## src/hw/rtl/npbrs_pkg.sv

```systemverilog
`default_nettype none
// ----------------------------------------------------------------------------
// npbrs_pkg
// Shared types and constants for the nine-patch border run scanner.
// ----------------------------------------------------------------------------
package npbrs_pkg;

    localparam int MAX_EDGE_DEF = 4096;   // default longest inner edge
    localparam int PIX_W        = 32;     // pixel word
    localparam int FIELD_W      = 13;     // range_begin / range_stop
    localparam int CFG_W        = 8;      // widest config register
    localparam int CFG_IDX_W    = 2;

    // config register indexes
    localparam logic [CFG_IDX_W-1:0] CFG_SELECT_BYTE = 2'd0;
    localparam logic [CFG_IDX_W-1:0] CFG_TEST_MASK   = 2'd1;
    localparam logic [CFG_IDX_W-1:0] CFG_MATCH_VALUE = 2'd2;

    localparam logic [1:0] SELECT_BYTE_RST = 2'd3;
    localparam logic [7:0] TEST_MASK_RST   = 8'hFF;
    localparam logic [7:0] MATCH_VALUE_RST = 8'hFF;

    typedef enum logic [1:0] {
        EDGE_TOP    = 2'd0,
        EDGE_LEFT   = 2'd1,
        EDGE_BOTTOM = 2'd2,
        EDGE_RIGHT  = 2'd3
    } edge_sel_t;

    typedef struct packed {
        logic [1:0]         edge_tag;
        logic               range_valid;
        logic [FIELD_W-1:0] range_begin;
        logic [FIELD_W-1:0] range_stop;
        logic               edge_done;
    } result_t;

endpackage
`default_nettype wire

```

## src/hw/rtl/npbrs_pixel_if.sv

```systemverilog
`default_nettype none
// ----------------------------------------------------------------------------
// npbrs_pixel_if
// Border pixel channel: valid/ready plus one pixel item.
// ----------------------------------------------------------------------------
interface npbrs_pixel_if import npbrs_pkg::*; ();
    logic             valid;
    logic             ready;
    logic [PIX_W-1:0] pixel_word;
    logic [1:0]       edge_sel;
    logic             edge_last;

    modport source (output valid, pixel_word, edge_sel, edge_last, input ready);
    modport sink   (input valid, pixel_word, edge_sel, edge_last, output ready);
endinterface
`default_nettype wire

```

## src/hw/rtl/npbrs_result_if.sv

```systemverilog
`default_nettype none
// ----------------------------------------------------------------------------
// npbrs_result_if
// Result channel: valid/ready plus one range item.
// ----------------------------------------------------------------------------
interface npbrs_result_if import npbrs_pkg::*; ();
    logic               valid;
    logic               ready;
    logic [1:0]         edge_tag;
    logic               range_valid;
    logic [FIELD_W-1:0] range_begin;
    logic [FIELD_W-1:0] range_stop;
    logic               edge_done;

    modport source (output valid, edge_tag, range_valid, range_begin, range_stop,
                    edge_done, input ready);
    modport sink   (input valid, edge_tag, range_valid, range_begin, range_stop,
                    edge_done, output ready);
endinterface
`default_nettype wire

```

## src/hw/rtl/npbrs_skid.sv

```systemverilog
`default_nettype none
// ----------------------------------------------------------------------------
// npbrs_skid
// Two-entry output buffer: result register plus one skid slot.
// ----------------------------------------------------------------------------
module npbrs_skid import npbrs_pkg::*;
(
    input  wire logic    clk,
    input  wire logic    rst_n,
    input  wire logic    push_valid,
    input  wire result_t push_item,
    output logic         push_ready,
    output logic         pop_valid,
    output result_t      pop_item,
    input  wire logic    pop_ready
);

    logic    main_valid_reg, main_valid_next;
    logic    skid_valid_reg, skid_valid_next;
    result_t main_reg, main_next;
    result_t skid_reg, skid_next;

    assign push_ready = !skid_valid_reg;
    assign pop_valid  = main_valid_reg;
    assign pop_item   = main_reg;

    always_comb
    begin
        main_valid_next = main_valid_reg;
        skid_valid_next = skid_valid_reg;
        main_next       = main_reg;
        skid_next       = skid_reg;
        if (!main_valid_reg || pop_ready)
        begin
            // skid slot drains first; no push can arrive while it is full
            main_valid_next = skid_valid_reg || push_valid;
            main_next       = skid_valid_reg ? skid_reg : push_item;
            skid_valid_next = 1'b0;
        end
        else if (push_valid && push_ready)
        begin
            skid_valid_next = 1'b1;
            skid_next       = push_item;
        end
    end

    always_ff @(posedge clk or negedge rst_n)
    begin
        if (!rst_n)
        begin
            main_valid_reg <= 1'b0;
            skid_valid_reg <= 1'b0;
        end
        else
        begin
            main_valid_reg <= main_valid_next;
            skid_valid_reg <= skid_valid_next;
        end
    end

    always_ff @(posedge clk)
    begin
        main_reg <= main_next;
        skid_reg <= skid_next;
    end

    // skid slot only fills behind a stalled result
    a_skid_behind_main: assert property (@(posedge clk) disable iff (!rst_n)
        skid_valid_reg |-> main_valid_reg)
        else $error("skid slot full with empty result register");

    // a taken result is replaced by the skid entry
    a_skid_moves_up: assert property (@(posedge clk) disable iff (!rst_n)
        (skid_valid_reg && pop_ready) |=> (main_valid_reg && !skid_valid_reg))
        else $error("skid entry not moved up");

    // a stalled result holds still
    a_pop_hold: assert property (@(posedge clk) disable iff (!rst_n)
        (pop_valid && !pop_ready) |=> (pop_valid && $stable(pop_item)))
        else $error("stalled result changed");

endmodule
`default_nettype wire

```

## src/hw/rtl/nine_patch_border_run_scan_core.sv

```systemverilog
`default_nettype none
// ----------------------------------------------------------------------------
// nine_patch_border_run_scan_core
// Run scanner over the inner border pixels of a nine-patch image.
// ----------------------------------------------------------------------------
// Takes one border pixel per cycle, tagged with its edge and an end-of-edge
// flag. A pixel is a marker when its selected byte ANDed with test_mask
// equals match_value. Top and left edges report every run of markers as a
// stretch range [begin, stop); an edge without runs reports [0, length), and
// an edge whose runs were all reported already ends with an end marker
// (range_valid 0). Bottom and right edges report only at their last pixel:
// child origin (first run start + 1) and size (run length), or 1 and 0 with
// no run. Rate: one item per cycle while pix.ready is high. The marker test
// and run bookkeeping sit between the state registers and the result
// register, so a result is registered before it shows on res. A two-entry
// output buffer lets one result wait on an output stall with pix.ready high;
// pix.ready drops only once two results are waiting. Pixels past MAX_EDGE on
// one edge are not tested and the edge length is taken as MAX_EDGE. Config
// writes belong in idle time; writes to an unused index are ignored.
// ----------------------------------------------------------------------------
module nine_patch_border_run_scan_core import npbrs_pkg::*;
#(
    parameter int MAX_EDGE = MAX_EDGE_DEF
)
(
    input  wire logic                 clk,
    input  wire logic                 rst_n,
    npbrs_pixel_if.sink               pix,
    npbrs_result_if.source            res,
    input  wire logic                 cfg_wr_en,
    input  wire logic [CFG_IDX_W-1:0] cfg_index,
    input  wire logic [CFG_W-1:0]     cfg_wdata
);

    // position must hold MAX_EDGE itself (saturated edge)
    localparam int POS_W = (MAX_EDGE < 2) ? 1 : $clog2(MAX_EDGE + 1);
    localparam logic [POS_W-1:0] POS_MAX = POS_W'(MAX_EDGE);

    // config registers
    logic [1:0] select_byte_reg;
    logic [7:0] test_mask_reg;
    logic [7:0] match_value_reg;

    // edge scan state
    logic [POS_W-1:0] pixel_pos_reg,     pixel_pos_next;
    logic             run_open_reg,      run_open_next;
    logic [POS_W-1:0] run_first_reg,     run_first_next;
    logic             any_run_seen_reg,  any_run_seen_next;
    logic [POS_W-1:0] content_start_reg, content_start_next;
    logic [POS_W-1:0] content_end_reg,   content_end_next;

    logic             accept;
    logic             stretch_edge;
    logic             in_range;
    logic [POS_W-1:0] edge_len;
    logic [7:0]       test_byte;
    logic             marker;
    logic             run_closed;
    logic             produce;
    result_t          result;
    logic             push_ready;

    assign accept = pix.valid && pix.ready;
    assign pix.ready = push_ready;

    // ------------------------------------------------------------------
    // config writes
    // ------------------------------------------------------------------
    always_ff @(posedge clk or negedge rst_n)
    begin
        if (!rst_n)
        begin
            select_byte_reg <= SELECT_BYTE_RST;
            test_mask_reg   <= TEST_MASK_RST;
            match_value_reg <= MATCH_VALUE_RST;
        end
        else if (cfg_wr_en)
        begin
            case (cfg_index)
                CFG_SELECT_BYTE: select_byte_reg <= cfg_wdata[1:0];
                CFG_TEST_MASK:   test_mask_reg   <= cfg_wdata;
                CFG_MATCH_VALUE: match_value_reg <= cfg_wdata;
                default:         ;
            endcase
        end
    end

    // ------------------------------------------------------------------
    // marker test
    // ------------------------------------------------------------------
    assign test_byte = pix.pixel_word[{select_byte_reg, 3'b000} +: 8];
    assign marker    = (test_byte & test_mask_reg) == match_value_reg;
    assign in_range  = pixel_pos_reg < POS_MAX;
    // pos + 1 never wraps: pos < MAX_EDGE here
    assign edge_len  = in_range ? (pixel_pos_reg + POS_W'(1)) : POS_MAX;

    always_comb
    begin
        stretch_edge = edge_sel_t'(pix.edge_sel) inside {EDGE_TOP, EDGE_LEFT};
    end

    // ------------------------------------------------------------------
    // run bookkeeping and result
    // ------------------------------------------------------------------
    always_comb
    begin
        pixel_pos_next     = pixel_pos_reg;
        run_open_next      = run_open_reg;
        run_first_next     = run_first_reg;
        any_run_seen_next  = any_run_seen_reg;
        content_start_next = content_start_reg;
        content_end_next   = content_end_reg;
        run_closed         = 1'b0;

        if (in_range)
        begin
            if (stretch_edge)
            begin
                if (marker && !run_open_reg)
                begin
                    run_open_next     = 1'b1;
                    run_first_next    = pixel_pos_reg;
                    any_run_seen_next = 1'b1;
                end
                else if (!marker && run_open_reg)
                begin
                    run_closed    = 1'b1;
                    run_open_next = 1'b0;
                end
            end
            else if (!any_run_seen_reg)
            begin
                // bottom/right: capture the first run only
                if (marker && !run_open_reg)
                begin
                    run_open_next  = 1'b1;
                    run_first_next = pixel_pos_reg;
                end
                else if (!marker && run_open_reg)
                begin
                    content_start_next = run_first_reg;
                    content_end_next   = pixel_pos_reg;
                    any_run_seen_next  = 1'b1;
                    run_open_next      = 1'b0;
                end
            end
            pixel_pos_next = pixel_pos_reg + POS_W'(1);
        end

        result.edge_tag    = pix.edge_sel;
        result.range_valid = 1'b1;
        result.range_begin = '0;
        result.range_stop  = '0;
        result.edge_done   = pix.edge_last;

        if (stretch_edge)
        begin
            produce = run_closed || pix.edge_last;
            if (run_closed)
            begin
                result.range_begin = FIELD_W'(run_first_reg);
                result.range_stop  = FIELD_W'(pixel_pos_reg);
            end
            else if (run_open_next)
            begin
                result.range_begin = FIELD_W'(run_first_next);
                result.range_stop  = FIELD_W'(edge_len);
            end
            else if (!any_run_seen_next)
            begin
                result.range_stop = FIELD_W'(edge_len);
            end
            else
            begin
                result.range_valid = 1'b0;   // end marker
            end
        end
        else
        begin
            produce = pix.edge_last;
            if (any_run_seen_next)
            begin
                result.range_begin = FIELD_W'(content_start_next) + FIELD_W'(1);
                result.range_stop  = FIELD_W'(content_end_next)
                                   - FIELD_W'(content_start_next);
            end
            else if (run_open_next)
            begin
                result.range_begin = FIELD_W'(run_first_next) + FIELD_W'(1);
                result.range_stop  = FIELD_W'(edge_len) - FIELD_W'(run_first_next);
            end
            else
            begin
                result.range_begin = FIELD_W'(1);
            end
        end

        // edge end: start the next edge from scratch
        if (pix.edge_last)
        begin
            pixel_pos_next     = '0;
            run_open_next      = 1'b0;
            run_first_next     = '0;
            any_run_seen_next  = 1'b0;
            content_start_next = '0;
            content_end_next   = '0;
        end
    end

    always_ff @(posedge clk or negedge rst_n)
    begin
        if (!rst_n)
        begin
            pixel_pos_reg     <= '0;
            run_open_reg      <= 1'b0;
            run_first_reg     <= '0;
            any_run_seen_reg  <= 1'b0;
            content_start_reg <= '0;
            content_end_reg   <= '0;
        end
        else if (accept)
        begin
            pixel_pos_reg     <= pixel_pos_next;
            run_open_reg      <= run_open_next;
            run_first_reg     <= run_first_next;
            any_run_seen_reg  <= any_run_seen_next;
            content_start_reg <= content_start_next;
            content_end_reg   <= content_end_next;
        end
    end

    // ------------------------------------------------------------------
    // output buffer
    // ------------------------------------------------------------------
    result_t out_item;

    npbrs_skid u_skid (
        .clk        (clk),
        .rst_n      (rst_n),
        .push_valid (accept && produce),
        .push_item  (result),
        .push_ready (push_ready),
        .pop_valid  (res.valid),
        .pop_item   (out_item),
        .pop_ready  (res.ready)
    );

    assign res.edge_tag    = out_item.edge_tag;
    assign res.range_valid = out_item.range_valid;
    assign res.range_begin = out_item.range_begin;
    assign res.range_stop  = out_item.range_stop;
    assign res.edge_done   = out_item.edge_done;

    // ------------------------------------------------------------------
    // checks
    // ------------------------------------------------------------------
    a_pos_bounded: assert property (@(posedge clk) disable iff (!rst_n)
        pixel_pos_reg <= POS_MAX)
        else $error("pixel position past edge limit");

    a_edge_clears: assert property (@(posedge clk) disable iff (!rst_n)
        (accept && pix.edge_last) |=>
            (pixel_pos_reg == '0 && !run_open_reg && !any_run_seen_reg))
        else $error("edge state not cleared after last pixel");

    // a waiting result stays offered until taken
    a_res_hold: assert property (@(posedge clk) disable iff (!rst_n)
        (res.valid && !res.ready) |=> res.valid)
        else $error("result dropped while stalled");

endmodule
`default_nettype wire

```

## src/flat_wrapper.sv

```systemverilog
// flat-port wrapper written by rule: the top's interface ports become plain ports
module nine_patch_border_run_scan_core_flat import npbrs_pkg::*;
#(
    parameter int MAX_EDGE = MAX_EDGE_DEF
)
  (clk, rst_n, cfg_wr_en, cfg_index, cfg_wdata, pix_valid, pix_pixel_word, pix_edge_sel, pix_edge_last, pix_ready, res_valid, res_edge_tag, res_range_valid, res_range_begin, res_range_stop, res_edge_done, res_ready);
  npbrs_pixel_if pix_i ();
  npbrs_result_if res_i ();
  input  wire logic clk;
  input  wire logic rst_n;
  input  wire logic cfg_wr_en;
  input  wire logic [CFG_IDX_W-1:0] cfg_index;
  input  wire logic [CFG_W-1:0] cfg_wdata;
  input wire logic [$bits(pix_i.valid)-1:0] pix_valid;
  input wire logic [$bits(pix_i.pixel_word)-1:0] pix_pixel_word;
  input wire logic [$bits(pix_i.edge_sel)-1:0] pix_edge_sel;
  input wire logic [$bits(pix_i.edge_last)-1:0] pix_edge_last;
  output wire logic [$bits(pix_i.ready)-1:0] pix_ready;
  output wire logic [$bits(res_i.valid)-1:0] res_valid;
  output wire logic [$bits(res_i.edge_tag)-1:0] res_edge_tag;
  output wire logic [$bits(res_i.range_valid)-1:0] res_range_valid;
  output wire logic [$bits(res_i.range_begin)-1:0] res_range_begin;
  output wire logic [$bits(res_i.range_stop)-1:0] res_range_stop;
  output wire logic [$bits(res_i.edge_done)-1:0] res_edge_done;
  input wire logic [$bits(res_i.ready)-1:0] res_ready;
  assign pix_i.valid = pix_valid;
  assign pix_i.pixel_word = pix_pixel_word;
  assign pix_i.edge_sel = pix_edge_sel;
  assign pix_i.edge_last = pix_edge_last;
  assign pix_ready = pix_i.ready;
  assign res_valid = res_i.valid;
  assign res_edge_tag = res_i.edge_tag;
  assign res_range_valid = res_i.range_valid;
  assign res_range_begin = res_i.range_begin;
  assign res_range_stop = res_i.range_stop;
  assign res_edge_done = res_i.edge_done;
  assign res_i.ready = res_ready;
  nine_patch_border_run_scan_core #(.MAX_EDGE(MAX_EDGE)) u_core (.clk(clk), .rst_n(rst_n), .pix(pix_i), .res(res_i), .cfg_wr_en(cfg_wr_en), .cfg_index(cfg_index), .cfg_wdata(cfg_wdata));
endmodule
```

## config.mk

```make
export PLATFORM = sky130hd
export DESIGN_NAME = nine_patch_border_run_scan_core_flat
export DESIGN_NICKNAME = d
export VERILOG_FILES = /design/src/hw/rtl/npbrs_pkg.sv /design/src/hw/rtl/npbrs_pixel_if.sv /design/src/hw/rtl/npbrs_result_if.sv /design/src/hw/rtl/npbrs_skid.sv /design/src/hw/rtl/nine_patch_border_run_scan_core.sv /design/src/flat_wrapper.sv
export SDC_FILE = /design/constraint.sdc
export NUM_CORES = 1
export LEC_CHECK = 0
export ABC_AREA = 1
export BUFFER_PORTS_ARGS = -buffer_cell sky130_fd_sc_hd__buf_2
export CORE_UTILIZATION = 33
export DETAILED_ROUTE_END_ITERATION = 10
export PLACE_DENSITY = 0.57
export REMOVE_ABC_BUFFERS = 1
export SLEW_MARGIN = 20
export SYNTH_ARGS = -nofsm -noshare
export SYNTH_HDL_FRONTEND = slang
export SYNTH_SLANG_ARGS = --single-unit
export TNS_END_PERCENT = 100
```

## constraint.sdc

```tcl
create_clock -name clk -period 5.4 [get_ports clk]
set_input_delay 0.27 -clock clk [delete_from_list [all_inputs] [get_ports clk]]
set_output_delay 0.27 -clock clk [all_outputs]
set_load 0.005 [all_outputs]
```

==> flow_summary.ini <==
[clock_network]
clkTransAtPathRegs_ns = 0.06
htreeDepth = 4
cts_max_path_buffers = 2
numCtsBuffers = 17
cts_tree = yes
hold_buffers = 1
cts_root_buffer = clkbuf_16
clock_sinks = 134
post_cts_buffers = 0
cts_resized = 0
clock_latency_ns = 0.43

[status]
outcome = completed

[route]
drc = 0
drt-pass1-iter-count = 5
routed-via-count = 8466
ant_nets = 0
avgRoutedWirePerCell_um = 16.55
drt_first_iter_violations = 843
wirelength_mm = 27.23
viasPerCell = 5.147

[logic_synthesis]
synthArstFlopShare_pct = 55.22
synth_seq_cells = 134
syn_inst = 1223
synthFlopType = edfxtp_1
syn_area_um2 = 9069
post_synth.cell_area_avg_um2 = 7.415
synth_top_family_by_area = simple AND/OR/NAND/NOR gates
ys_types = 53
synth_mux_area_share_pct = 0
synthAdderAreaFrac_pct = 3.946
synth_edf_count = 60
synth-compound-area-share_pct = 15.81
synth-simple-area-share_pct = 28.41
ys_seq_area_share_pct = 40.54
yosysWarnings = 0
synthXorXnorAreaFrac_pct = 0.7726

[power_and_ir_drop]
p_per_area_nw_per_um2 = 307.5
power_frac_comb_pct = 24.4
p_int_mw = 2.120
worst_ir_drop_vdd_mv = 0.2120
swShare_pct = 33.67
switching_power_mw = 1.076
leakage_nw = 5.050
seq_power_share_pct = 38.2
p_clk_share_pct = 37.5

[layout]
diodes = 0
final_cells = 1645
drive_gt1_share_pct = 15.41
syn_to_final_growth_pct = 14.58
multiInputGateArea_um2 = 4444
ff_latch_area_um2 = 3676
fin_util_pct = 38.56
nNetsFinal = 1369
fillers = 2799

[worst_setup_path]
crit_required_ns = 5.59
crit_slowest_cell = dfstp_2
slowest_delay_ns = 0.74
path_max_fanout = 36
cp-end-kind = flop
cp_common_cell = nand2_1
reg2reg_slack_ns = 0.80
path_class = reg -> reg
crit_arrival_ns = 4.79
cp-start-kind = flop
worstReg2RegEnd = u_core.u_skid.pop_item[13]
r2r_start = u_core.select_byte_reg[0]
r2r_cells = 28

[timing]
whs_ns = 0.03415
finalWorstSetupSlack_ns = 0.7966
slew_violations = 0
finalHoldViolCount = 0
finClkSkew_ns = 0.01034
tightest_slew_ns = 0.9768
finalCriticalPeriod_ns = 4.603
fin_tns_setup_ns = 0
max_freq_mhz = 217.2
rsz0062_at_grt = false
slew_headroom_pct = 34.72
setup_viol = 0
finalCritPeriodShare_pct = 85.25

[place]
place_inst = 1612
pre_cts_slack_ns = 0.8703
dp.final_hpwl_mm = 20.22
port_buffers = 81
gp_congestion = 0.9364

[global_route]
antenna_found_initial = 0
grt_start_max_net_pins = 71
first_global_vias = 8094
globalRouteOverflowTotal = 0
grt_usage_pct = 20.04
grt_pass1_wl_mm = 43.53

[floorplan]
initial_core_util_pct = 33.65
die_h_um = 167.8
num_rows = 60
core-area_um2 = 26950
dieArea_um2 = 28150
ios = 82
fp.dieW_um = 167.8

[min_path]
hold_depth = 1
min_to = u_core.u_skid.skid_reg[28]
hp-start = pix_edge_sel[0]
hold_class = in -> reg

[run]
drv_cap = 0
-- placed cells by master (no fill, tap or decap), types with 7 or more instances in the layout --
| cell type | synthesis | layout |
|---|---|---|
| a31oi_1 | 8 | 8 |
| o221ai_1 | 11 | 11 |
| ha_1 | 27 | 27 |
| nand4_1 | 14 | 14 |
| o22ai_1 | 30 | 30 |
| nor2_1 | 43 | 42 |
| a21oi_1 | 36 | 35 |
| and2_1 | 9 | 9 |
| nand3_1 | 123 | 123 |
| o21ai_1 | 21 | 21 |
| nor2_2 | 7 | 8 |
| dfstp_2 | 18 | 18 |
| buf_4 | 2 | 14 |
| xor2_1 | 8 | 8 |
| edfxtp_1 | 60 | 60 |
| inv_1 | 183 | 183 |
| nand2_1 | 339 | 339 |
| dfrtp_1 | 56 | 56 |
| o21ai_0 | 80 | 80 |
| nor3_1 | 15 | 15 |
| inv_2 | 9 | 9 |
| clkbuf_16 | 0 | 17 |
| buf_2 | 9 | 80 |
| o21ai_2 | 11 | 11 |
| nand2_2 | 7 | 7 |
| o211ai_1 | 10 | 10 |
-- cell families (layout without fill, tap and decap cells) --
kind of cell | count (synthesis) | count (layout)
simple gates | 579 | 579
compound gates | 234 | 234
fa+ha+maj | 28 | 28
flops | 134 | 134
xor+xnor | 8 | 8
buf+inv | 240 | 321
-- synth_stat cells, drive strengths merged, types with 4 or more instances --
master,instances,share of area [%]
a21oi,36,2.0
a31oi,9,0.69
and2,10,0.72
buf,20,1.4
clkbuf,26,1.1
dfrtp,56,15
dfstp,18,5.2
edfxtp,60,20
ha,27,3.7
inv,194,8.1
nand2,348,15
nand3,124,7.0
nand3b,5,0.41
nand4,15,1.2
nor2,54,2.8
nor3,19,1.3
o211ai,10,0.83
o21a,5,0.41
o21ai,114,7.0
o221ai,11,1.1
o22ai,30,2.1
o32ai,4,0.39
xor2,8,0.77
-- power by group through the flow --
stage / registers, mW / logic (mW) / clock network (mW)
after floorplan: 1.24 / 0.524 / 0
after CTS: 1.22 / 0.776 / 1.21
after detailed placement: 1.24 / 0.770 / 0
final: 1.22 / 0.779 / 1.20
after global placement: 1.24 / 0.766 / 0
after global routing: 1.23 / 0.885 / 1.26
-- critical path, delay by kind of cell (launching register included) --
| kind | cells | cell delay (ns) |
|---|---|---|
| AOI/OAI and AO/OA | 2 | 0.42 |
| buffers and inverters | 3 | 0.59 |
| adders and majority gates | 1 | 0.34 |
| and+or+nand+nor | 22 | 2.24 |
| DFF | 1 | 0.74 |
-- worst max-delay path by stage --
stage                         startpoint  slack, ns                          to
2_1_floorplan  u_core.select_byte_reg[0]       1.35   u_core.u_skid.skid_reg[0]
3_3_place_gp   u_core.select_byte_reg[0]       0.97  u_core.u_skid.pop_item[13]
3_5_place_dp   u_core.select_byte_reg[0]       0.87  u_core.u_skid.pop_item[13]
4_1_cts        u_core.select_byte_reg[0]       0.85  u_core.u_skid.pop_item[13]
5_1_grt        u_core.select_byte_reg[0]       0.40  u_core.u_skid.pop_item[13]
6_report       u_core.select_byte_reg[0]       0.80  u_core.u_skid.pop_item[13]
-- cell type report --
cell class / instances / share of cell area [%]
clock buffer: 17 / 4.094
clock inverter: 15 / 1.638
inverter: 194 / 7.056
multi-input combinational: 849 / 42.77
sequential: 134 / 35.38
tap: 341 / 4.106
timing repair buffer: 95 / 4.961
-- stage by stage --
stage / power (mW) / cell area (um2)
2_1_floorplan: 1.760 / 8847
3_3_place_gp: 2.002 / 9782
3_5_place_dp: 2.009 / 9786
4_1_cts: 3.210 / 10390
5_1_grt: 3.369 / 10390
6_report: 3.196 / 10390
-- layer usage --
metal | GRT usage, % | share of wire [%]
met4 | 7.379 | 2.6
met3 | 3.268 | 5.9
met1 | 28.45 | 48
met5 | 0 | 0
met2 | 30.56 | 44
No activity file was read; power rests on OpenSTA's default activity.
